===== src/rtl/assert_macros.svh =====
// Assertion helpers shared by the RTL files
`ifndef ASSERT_MACROS_SVH
`define ASSERT_MACROS_SVH

// Check a property on every clock edge outside reset
`define MNS_ASSERT(lbl, clk, rst_n, prop, msg) \
    lbl: assert property (@(posedge clk) disable iff (!rst_n) (prop)) \
        else $error(msg);

// Check that a condition is followed by another in the next cycle
`define MNS_ASSERT_NEXT(lbl, clk, rst_n, ante, cons, msg) \
    lbl: assert property (@(posedge clk) disable iff (!rst_n) (ante) |=> (cons)) \
        else $error(msg);

`endif


===== src/rtl/mns_pkg.sv =====
`default_nettype none

package mns_pkg;

    // Field widths
    localparam int OP_W   = 2;
    localparam int IDX_W  = 10;
    localparam int FREQ_W = 16;
    localparam int DUR_W  = 16;
    localparam int CNT_W  = 11;
    localparam int PS_W   = 2;

    // Table depth, a power of two
    localparam int MAX_NOTES_DEF = 1024;

    typedef enum logic [OP_W-1:0] {
        OP_TICK  = 2'd0,
        OP_START = 2'd1,
        OP_STOP  = 2'd2,
        OP_WRITE = 2'd3
    } t_op;

    typedef enum logic [2:0] {
        ST_IDLE    = 3'b001,
        ST_PLAYING = 3'b010,
        ST_BETWEEN = 3'b100
    } t_state;

    // Reported player state codes
    localparam logic [PS_W-1:0] PS_IDLE    = 2'd0;
    localparam logic [PS_W-1:0] PS_PLAYING = 2'd1;
    localparam logic [PS_W-1:0] PS_BETWEEN = 2'd2;

    // Event flag bit positions
    localparam int EV_START = 0;
    localparam int EV_STOP  = 1;
    localparam int EV_TMO   = 2;
    localparam int EV_END   = 3;

    typedef struct packed {
        t_op                operation;
        logic [IDX_W-1:0]   note_index;
        logic [FREQ_W-1:0]  note_frequency;
        logic [DUR_W-1:0]   note_duration;
    } t_note_item;

    typedef struct packed {
        logic [FREQ_W-1:0]  tone_frequency;
        logic [PS_W-1:0]    player_state;
        logic [IDX_W-1:0]   note_position;
    } t_result_item;

    // One table entry as stored in the note memory
    typedef struct packed {
        logic [FREQ_W-1:0]  freq;
        logic [DUR_W-1:0]   dur;
    } t_note;

endpackage

`default_nettype wire


===== src/rtl/mns_if.sv =====
`default_nettype none


interface mns_result_if;
    import mns_pkg::*;

    logic         valid;
    logic         ready;
    t_result_item payload;

    modport source (output valid, output payload, input ready);
    modport sink   (input valid, input payload, output ready);
endinterface

`default_nettype wire


===== src/rtl/mns_out_buf.sv =====
`default_nettype none
`include "assert_macros.svh"

module mns_out_buf (
    input  wire logic                  i_clk,
    input  wire logic                  i_rst_n,
    input  wire logic                  i_push,
    input  wire mns_pkg::t_result_item i_data,
    output logic                       o_ready,
    mns_result_if.source               o_res
);
    import mns_pkg::*;

    t_result_item r_ent [2];
    t_result_item n_ent [2];
    logic [1:0]   r_cnt;
    logic [1:0]   n_cnt;
    logic         r_rdy;
    logic         w_pop;
    logic         w_slot;

    assign w_pop         = o_res.valid && o_res.ready;
    assign o_res.valid   = (r_cnt != 2'd0);
    assign o_res.payload = r_ent[0];
    assign o_ready       = r_rdy;

    // Shift on pop, write the new item behind the ones held
    always_comb begin
        n_ent  = r_ent;
        w_slot = w_pop ? 1'(r_cnt - 2'd1) : r_cnt[0];
        if (w_pop) begin
            n_ent[0] = r_ent[1];
        end
        if (i_push) begin
            n_ent[w_slot] = i_data;
        end
        n_cnt = r_cnt + 2'(i_push) - 2'(w_pop);
    end

    always_ff @(posedge i_clk) begin
        r_ent <= n_ent;
        if (!i_rst_n) begin
            r_cnt <= 2'd0;
            r_rdy <= 1'b0;
        end else begin
            r_cnt <= n_cnt;
            r_rdy <= (n_cnt != 2'd2);
        end
    end

    `MNS_ASSERT(a_cnt_range, i_clk, i_rst_n, r_cnt != 2'd3, "output buffer count out of range")
    `MNS_ASSERT(a_rdy_room, i_clk, i_rst_n, !r_rdy || (r_cnt != 2'd2), "ready with a full buffer")

endmodule

`default_nettype wire


===== src/flat_wrapper.sv =====
// flat-port wrapper written by rule: the top's interface ports become plain ports
module mns_out_buf_flat import mns_pkg::*;
  (i_clk, i_rst_n, i_push, i_data, o_ready, o_res_valid, o_res_payload, o_res_ready);
  mns_result_if o_res_i ();
  input  wire logic i_clk;
  input  wire logic i_rst_n;
  input  wire logic i_push;
  input  wire mns_pkg::t_result_item i_data;
  output logic o_ready;
  output wire logic [$bits(o_res_i.valid)-1:0] o_res_valid;
  output wire logic [$bits(o_res_i.payload)-1:0] o_res_payload;
  input wire logic [$bits(o_res_i.ready)-1:0] o_res_ready;
  assign o_res_valid = o_res_i.valid;
  assign o_res_payload = o_res_i.payload;
  assign o_res_i.ready = o_res_ready;
  mns_out_buf u_core (.i_clk(i_clk), .i_rst_n(i_rst_n), .i_push(i_push), .i_data(i_data), .o_ready(o_ready), .o_res(o_res_i));
endmodule

===== config.mk =====
export PLATFORM = sky130hd
export DESIGN_NAME = mns_out_buf_flat
export DESIGN_NICKNAME = d
export VERILOG_FILES = /design/src/rtl/mns_pkg.sv /design/src/rtl/mns_if.sv /design/src/rtl/mns_out_buf.sv /design/src/flat_wrapper.sv
export VERILOG_INCLUDE_DIRS = /design/src /design/src/rtl
export SDC_FILE = /design/constraint.sdc
export NUM_CORES = 1
export LEC_CHECK = 0
export BUFFER_PORTS_ARGS = -buffer_cell sky130_fd_sc_hd__buf_2
export CORE_MARGIN = 2
export CORE_UTILIZATION = 56
export DETAILED_ROUTE_END_ITERATION = 8
export PLACE_DENSITY = 0.83
export SKIP_CTS_REPAIR_TIMING = 1
export SLEW_MARGIN = 40
export SYNTH_ARGS = -nofsm -noshare
export SYNTH_HDL_FRONTEND = slang
export SYNTH_SLANG_ARGS = --single-unit

===== constraint.sdc =====
create_clock -name i_clk -period 5.69 [get_ports i_clk]
set_input_delay 1.707 -clock i_clk [delete_from_list [all_inputs] [get_ports i_clk]]
set_output_delay 1.707 -clock i_clk [all_outputs]
set_load 0.01 [all_outputs]

==> impl_results.md, run 1 <==
* Via count at 1398
* Fin Setup TNS at 0 ps
* Antenna-violating nets left at 0
* Die Wd at 69.35 um
* Drt total wl at 3721 um
* FP Rows at 23
* FILL cells at 333
* P&R area growth vs syn at 9.890%
* Worst-Skew Late Latency at 330 ps
* Vias per cell at 4.923
* TritonCTS clock tree: done
* Core Area at 4058 um^2
* Worst-Margin Slew at 576.2 ps
* GRT Resource Usage Total at 0.1704
* Slew Limit Fails at 0
* CP Depth at 2
* Fraction of final layout cells sized beyond drive strength 1 at 0.3205
* Synthesized net count at 226
* Port Buf Inserts at 61
* Mean post-synth cell area at 12.39 um^2
* CTS Buffer Depth at 2
* Sequential cell area at 1461 um^2
* Number of max-cap violations at 0
* Worst path slowest cell: dfxtp_1
* Multi-input gate area at 634.4 um^2
* Grt total ovfl at 0
* Fin Clk Skew at 5.398 ps
* CP cell instances: or2_1 > buf_2
* DR WL/cell at 13.10 um
* HPWL after DPL at 2385 um
* Achievable Freq at 354.8 MHz
* CTS Sinks at 59
* Drt initial violations at 78
* First-pass GRT wire length at 6196 um
* Adder-cell share of the synthesized area at 0.005233
* CTS root buf: clkbuf_8
* Synth cell types at 22
* Antenna violations before repair at 0
* Worst Hold Depth at 2
* RSZ-0062 raised after global routing: false
* Post-synthesis mux area share at 0.1172
* Simple-Gate Fraction of Synth Area at 0.07221
* Synth Area in Compound Gates at 0.06384
* H-tree levels at 3
* Critical path's top delay family: flip-flops
* CTS Buf Count at 9
* CP bufs+invs at 1
* Clk slew on worst S/H paths at 60 ps
* Final setup violating endpoints at 0
* Startpoint types: register
* #FFs+latches synth at 59
* I/O pins at 62
* WP data arrival at 1110 ps
* Status: finished, final reports clean
* Initial core utilization at 0.5893
* Antenna cell count at 0
* Register area share after synthesis at 0.6112
* Fin nets at 262
* Worst setup EP type: output pin
* Final Power at 0.0009314 W
* P_leak at 1.227 nW
* Total Die Area at 4809 um^2
* Pre-antenna DRT Iters at 4
* Number of global-route vias before repair at 1336
* DRC Markers at 0
* Main combinational cell family by area after synthesis: buffers and inverters
* Max-Slew Margin vs Limit at 0.6158
* Cells after synthesis at 193
* Largest net degree at the start of global routing at 57
* Min Tclk post-route at 2818 ps
* Pwr Density at 354.5 nW/um^2
* Critical path required time at 3980 ps
* Max VDD drop at 0.2021 mV
* Worst-path fanout max at 4
* Largest stage delay on the critical path at 320 ps
* Tcrit/Tclk final at 0.4953
* Critical path type: register to output pin
* Hold Fails Final Rpt at 0
* Worst hold-check path type: register to register
* R2R cell count at 4
* Post-Syn Area at 2391 um^2
* Post-Synth XOR/XNOR Area at 0.003663
* Die H at 69.35 um
* GPL Wtd Cong at 0.6841
* Yosys Warn Count at 0
[stage by stage]
stage            util  cells  hold WS [ps]  setup slack, ps  cell area [um^2]
2_1_floorplan       -    193         505.6             2425              2391
3_3_place_gp   0.6081    268         515.8             2373              2467
3_5_place_dp   0.6099    268         528.4             2552              2475
4_1_cts        0.6475    284         542.5             2850              2628
5_1_grt        0.6475    284         554.8             2817              2628
6_report       0.6475    284         537.2             2872              2628
[layer usage]
layer	global-route usage	vias to the layer above	wire length, um
met4	0.1046	0	95
li1	-	717	-
met5	0	-	0
met2	0.2660	48	1734
met1	0.2052	623	1666
met3	0.05378	10	224
[power by group]
group / switching [W] / leakage (nW) / total, W / internal (W)
clock: 0.000146 / 0.0792 / 0.000300 / 0.000154
sequential: 0.0000163 / 0.516 / 0.000500 / 0.000483
combinational: 0.0000720 / 0.632 / 0.000132 / 0.0000598
total: 0.000235 / 1.23 / 0.000931 / 0.000697
[cell usage in the layout (no fill, tap or decap), drive strengths merged]
cell type  synthesis  final
dfxtp             31     31
nand3              1      1
nand3b             1      1
xor2               1      1
buf               37     62
a21oi             28     28
or2b               1      1
inv                1      1
nand2              2      2
clkinv             0      4
nor2              28     28
clkbuf             0     12
o21a               1      1
o21ai              1      1
and2               1      1
mux2i             28     28
edfxtp            28     28
nor2b              1      1
or2                1      1
ha                 1      1
[worst paths after layout]
check                             startpoint                               to  slack, ps
setup / recovery  u_core.r_cnt[0]$_SDFF_PN0_                      o_res_valid       2870
hold / removal                      register  u_core.o_res.payload[9]$_DFF_P_        540
setup reg to reg  u_core.r_cnt[0]$_SDFF_PN0_                         register       4070
hold reg to reg                     register  u_core.o_res.payload[9]$_DFF_P_        540
[synthesized netlist by cell type]
cell type	n	share of area
or2b_1	1	0.0031
nand2_1	1	0.0016
buf_4	31	0.097
a21oi_1	28	0.059
buf_6	1	0.0047
nand3b_1	1	0.0031
o21ai_0	1	0.0021
nand3_2	1	0.0042
dfxtp_1	31	0.26
inv_1	1	0.0016
edfxtp_1	28	0.35
and2_1	1	0.0026
buf_12	2	0.017
o21a_1	1	0.0031
xor2_1	1	0.0037
buf_2	3	0.0063
nand2_8	1	0.0084
nor2_1	28	0.044
or2_1	1	0.0026
nor2b_1	1	0.0026
ha_1	1	0.0052
mux2i_1	28	0.12
[cell type report]
class                   count  share of cell area
clock buffers              12             0.05143
clock inverters             4            0.006667
inverters                   1            0.001429
multi-input cells          96              0.2414
flip-flops and latches     59              0.5562
well taps                  50             0.02381
repair buffers             62              0.1190
[logic make-up (layout without fill, tap and decap cells)]
| family | Yosys count | count (layout) |
|---|---|---|
| AOI/OAI and AO/OA | 30 | 30 |
| xor gates and xnor gates | 1 | 1 |
| adders and majority gates | 1 | 1 |
| buffers and inverters | 38 | 79 |
| DFF | 59 | 59 |
| muxes | 28 | 28 |
| and+or+nand+nor | 36 | 36 |
[worst reg2reg max path, delay by kind of cell (launching register included)]
family | cells | cell delay [ps]
AND/OR/NAND/NOR | 2 | 370
buffers and inverters | 1 | 370
flip-flops | 1 | 340
adder cells (fa/ha/maj) | 1 | 190
Power figures use the tool's default switching activity.
==> run 2, diff against run 1 <==
ABC_AREA = 1   (was unset)
CORE_UTILIZATION = 53   (was 56)
PLACE_DENSITY = 0.78   (was 0.83)
clock period = 2.7 ns   (was 5.69 ns; I/O delays follow)
==> run 2 against run 1 <==
Compared with the run above:
- final cell count increased by 35%
- core utilization decreased by 3.9 points
- non-clock buffer count is 4 higher
- critical path depth up 3
- sequential cell count did not move
- combinational power is 140% higher
- sequential power is 110% higher
- clock-buffer cell count increased by 1
- hold slack worse by 11 ps
- critical path type is now input pin to register
==> impl_results.md, run 2 <==
* Status: finished, final reports clean
* Critical path required time at 2730 ps (-1250 ps)
* CTS Sinks at 59 (unchanged)
* Fin nets at 357 (+36%)
* Fraction of final layout cells sized beyond drive strength 1 at 0.2462 (-0.07431)
* Synth cell types at 13 (-41%)
* Synthesized net count at 321 (+42%)
* Post-synth top cells: nand2_1, buf_4, dfxtp_1, nand3_1, edfxtp_1
* Ranking of synthesized cells by area: edfxtp_1, dfxtp_1, nand2_1
* Worst-Margin Slew at 599.2 ps (+22.94 ps)
* Final worst slack at 820.1 ps (-2052 ps)
* Fin Setup TNS at 0 ps (unchanged)
* #FFs+latches synth at 59 (unchanged)
* Via count at 1835 (+31%)
* DR WL/cell at 12.28 um (-6.3%)
* Hold slack at 525.9 ps (-11.35 ps)
* Grt total ovfl at 0 (unchanged)
* Fin Clk Skew at 8.457 ps (+3.060 ps)
* Worst setup EP type: register
* Antenna cell count at 0 (unchanged)
* Sequential cell area at 1461 um^2 (unchanged)
* Antenna violations before repair at 0 (unchanged)
* Total Die Area at 5352 um^2 (+11%)
* Number of max-cap violations at 0 (unchanged)
* Pre-antenna DRT Iters at 4 (unchanged)
* Vias per cell at 4.791 (-2.7%)
* Critical path type: input pin to register
* Antenna-violating nets left at 0 (unchanged)
* Ys async rst share at 0 (unchanged)
* First-pass GRT wire length at 7755 um (+25%)
* FP Rows at 25 (+8.7%)
* EDFF count, synth at 28 (unchanged)
* Startpoint types: input pin
* Max VDD drop at 0.4778 mV (+140%)
* Drt initial violations at 116 (+49%)
* FILL cells at 399 (+20%)
* Hold Fails Final Rpt at 0 (unchanged)
* Initial core utilization at 0.5439 (-0.04538)
* Die H at 73.16 um (+5.5%)
* Worst-Skew Late Latency at 330 ps (about the same)
* Multi-input gate area at 747.0 um^2 (+18%)
* CTS root buf: clkbuf_8
* Placed insts at 367 (+37%)
* Area leader, netlist: edfxtp_1
* TritonCTS clock tree: done
* Pre-CTS WS at 475.7 ps (-2077 ps)
* Worst-path fanout max at 20 (+16)
* Worst hold-check path type: register to register
* Commonest cells after routing, fill and taps aside: nand2_1, buf_2, nand3_1, dfxtp_1, edfxtp_1
* H-tree levels at 3 (unchanged)
* P_leak at 1.431 nW (+17%)
* P&R area growth vs syn at 11.94%
* Number of global-route vias before repair at 1808 (+35%)
* Most common cell after layout, fill and taps aside: nand2_1
* Register area share after synthesis at 0.5765 (-0.03469)
* CTS Buffer Depth at 2 (unchanged)
* Final setup violating endpoints at 0 (unchanged)
* GPL Wtd Cong at 0.7351 (+7.5%)
* Slew Limit Fails at 0 (unchanged)
* Pwr Density at 753.0 nW/um^2 (+110%)
* Cells after synthesis at 288 (+49%)
* Post-Syn Area at 2535 um^2 (+6.0%)
* Clk slew on worst S/H paths at 60 ps (about the same)
* Die Wd at 73.16 um (+5.5%)
* Min Tclk post-route at 1880 ps
* GRT Resource Usage Total at 0.1978 (+0.02742)
* Port Buf Inserts at 61 (unchanged)
* CTS Buf Count at 9 (unchanged)
* Synth top area share at 0.3317 (-0.01996)
* Core Area at 4661 um^2 (+15%)
* Non-Filler Instances at 383 (+35%)
* Most common cell in the synthesized netlist: nand2_1
* Largest net degree at the start of global routing at 29 (-49%)
* Max-Slew Margin vs Limit at 0.6005 (-0.01535)
* Tcrit/Tclk final at 0.6963
* Ys flop type: dfxtp_1
* Drt total wl at 4703 um (+26%)
* Yosys Warn Count at 0 (unchanged)
* HPWL after DPL at 3099 um (+30%)
* DRC Markers at 0 (unchanged)
* RSZ-0062 raised after global routing: false
* WP data arrival at 1910 ps (+800 ps)
* Achievable Freq at 531.9 MHz
* I/O pins at 62 (unchanged)
* Mean post-synth cell area at 8.802 um^2 (-29%)
==> run 2: changes by cell type in the layout (fill, tap and decap cells not counted), moves of 2 or more <==
| cell | before | now |
|---|---|---|
| a21oi_1 | 28 | 0 |
| buf_4 | 1 | 4 |
| inv_1 | 1 | 3 |
| nand2_1 | 1 | 148 |
| mux2i_1 | 28 | 0 |
| nand3_1 | 0 | 31 |
| inv_2 | 0 | 2 |
| nor2_1 | 28 | 0 |
==> run 2: cells by family (layout without fill, tap and decap cells) <==
logic type / after synthesis / in the layout / synth area share
AND/OR/NAND/NOR: 180 / 180 / 0.2833
adder cells (fa/ha/maj): 1 / 1 / 0.004935
buffers and inverters: 46 / 87 / 0.1288
AO/OA/AOI/OAI: 2 / 2 / 0.006418
flip-flops: 59 / 59 / 0.5765
==> run 2: layout make-up <==
class | count | share of cell area
Sequential cell | 59 | 0.5150
Clock buffer | 13 | 0.05247
Timing Repair Buffer | 66 | 0.1252
Clock inverter | 3 | 0.01367
Inverter | 5 | 0.006614
Tap cell | 54 | 0.02381
Multi-Input combinational cell | 183 | 0.2632
==> run 2: metal layers <==
metal,vias to the layer above,global-route usage,share of wire
met3,9,0.06077,0.047
met5,-,0,0
li1,960,-,-
met4,0,0.09465,0.019
met2,43,0.3403,0.50
met1,823,0.2216,0.43
==> run 2: critical path: stages <==
cell	delay, ps
buf_2	190
nand3_1	130
nand2_1	80
ha_1	450
buf_12	240
==> run 2: final timing paths <==
path | end | slack, ps | from | cells after the start
setup reg to reg | register | 1110 | u_core.r_cnt[1]$_SDFF_PN0_ | 4
hold / removal | u_core.o_res.payload[8]$_DFF_P_ | 530 | u_core.o_res.payload[8]$_DFF_P_ | 4
setup / recovery | register | 820 | o_res_ready | 5
hold reg to reg | u_core.o_res.payload[8]$_DFF_P_ | 530 | u_core.o_res.payload[8]$_DFF_P_ | 4
==> run 2: where the power goes <==
| part | internal (W) | switching (W) | leakage [nW] |
|---|---|---|---|
| combinational | 0.000127 | 0.000196 | 0.821 |
| clock | 0.000448 | 0.000315 | 0.0951 |
| sequential | 0.00102 | 0.0000339 | 0.515 |
| total | 0.00159 | 0.000544 | 1.43 |
==> run 2: metrics by stage <==
step	area (um^2)	power, W	util
finish	2838	0.002137	0.6089
CTS	2838	0.002157	0.6089
detailed placement	2650	0.001396	0.5686
floorplan	2535	0.001359	-
global route	2838	0.002250	0.6089
global placement	2650	0.001386	0.5686
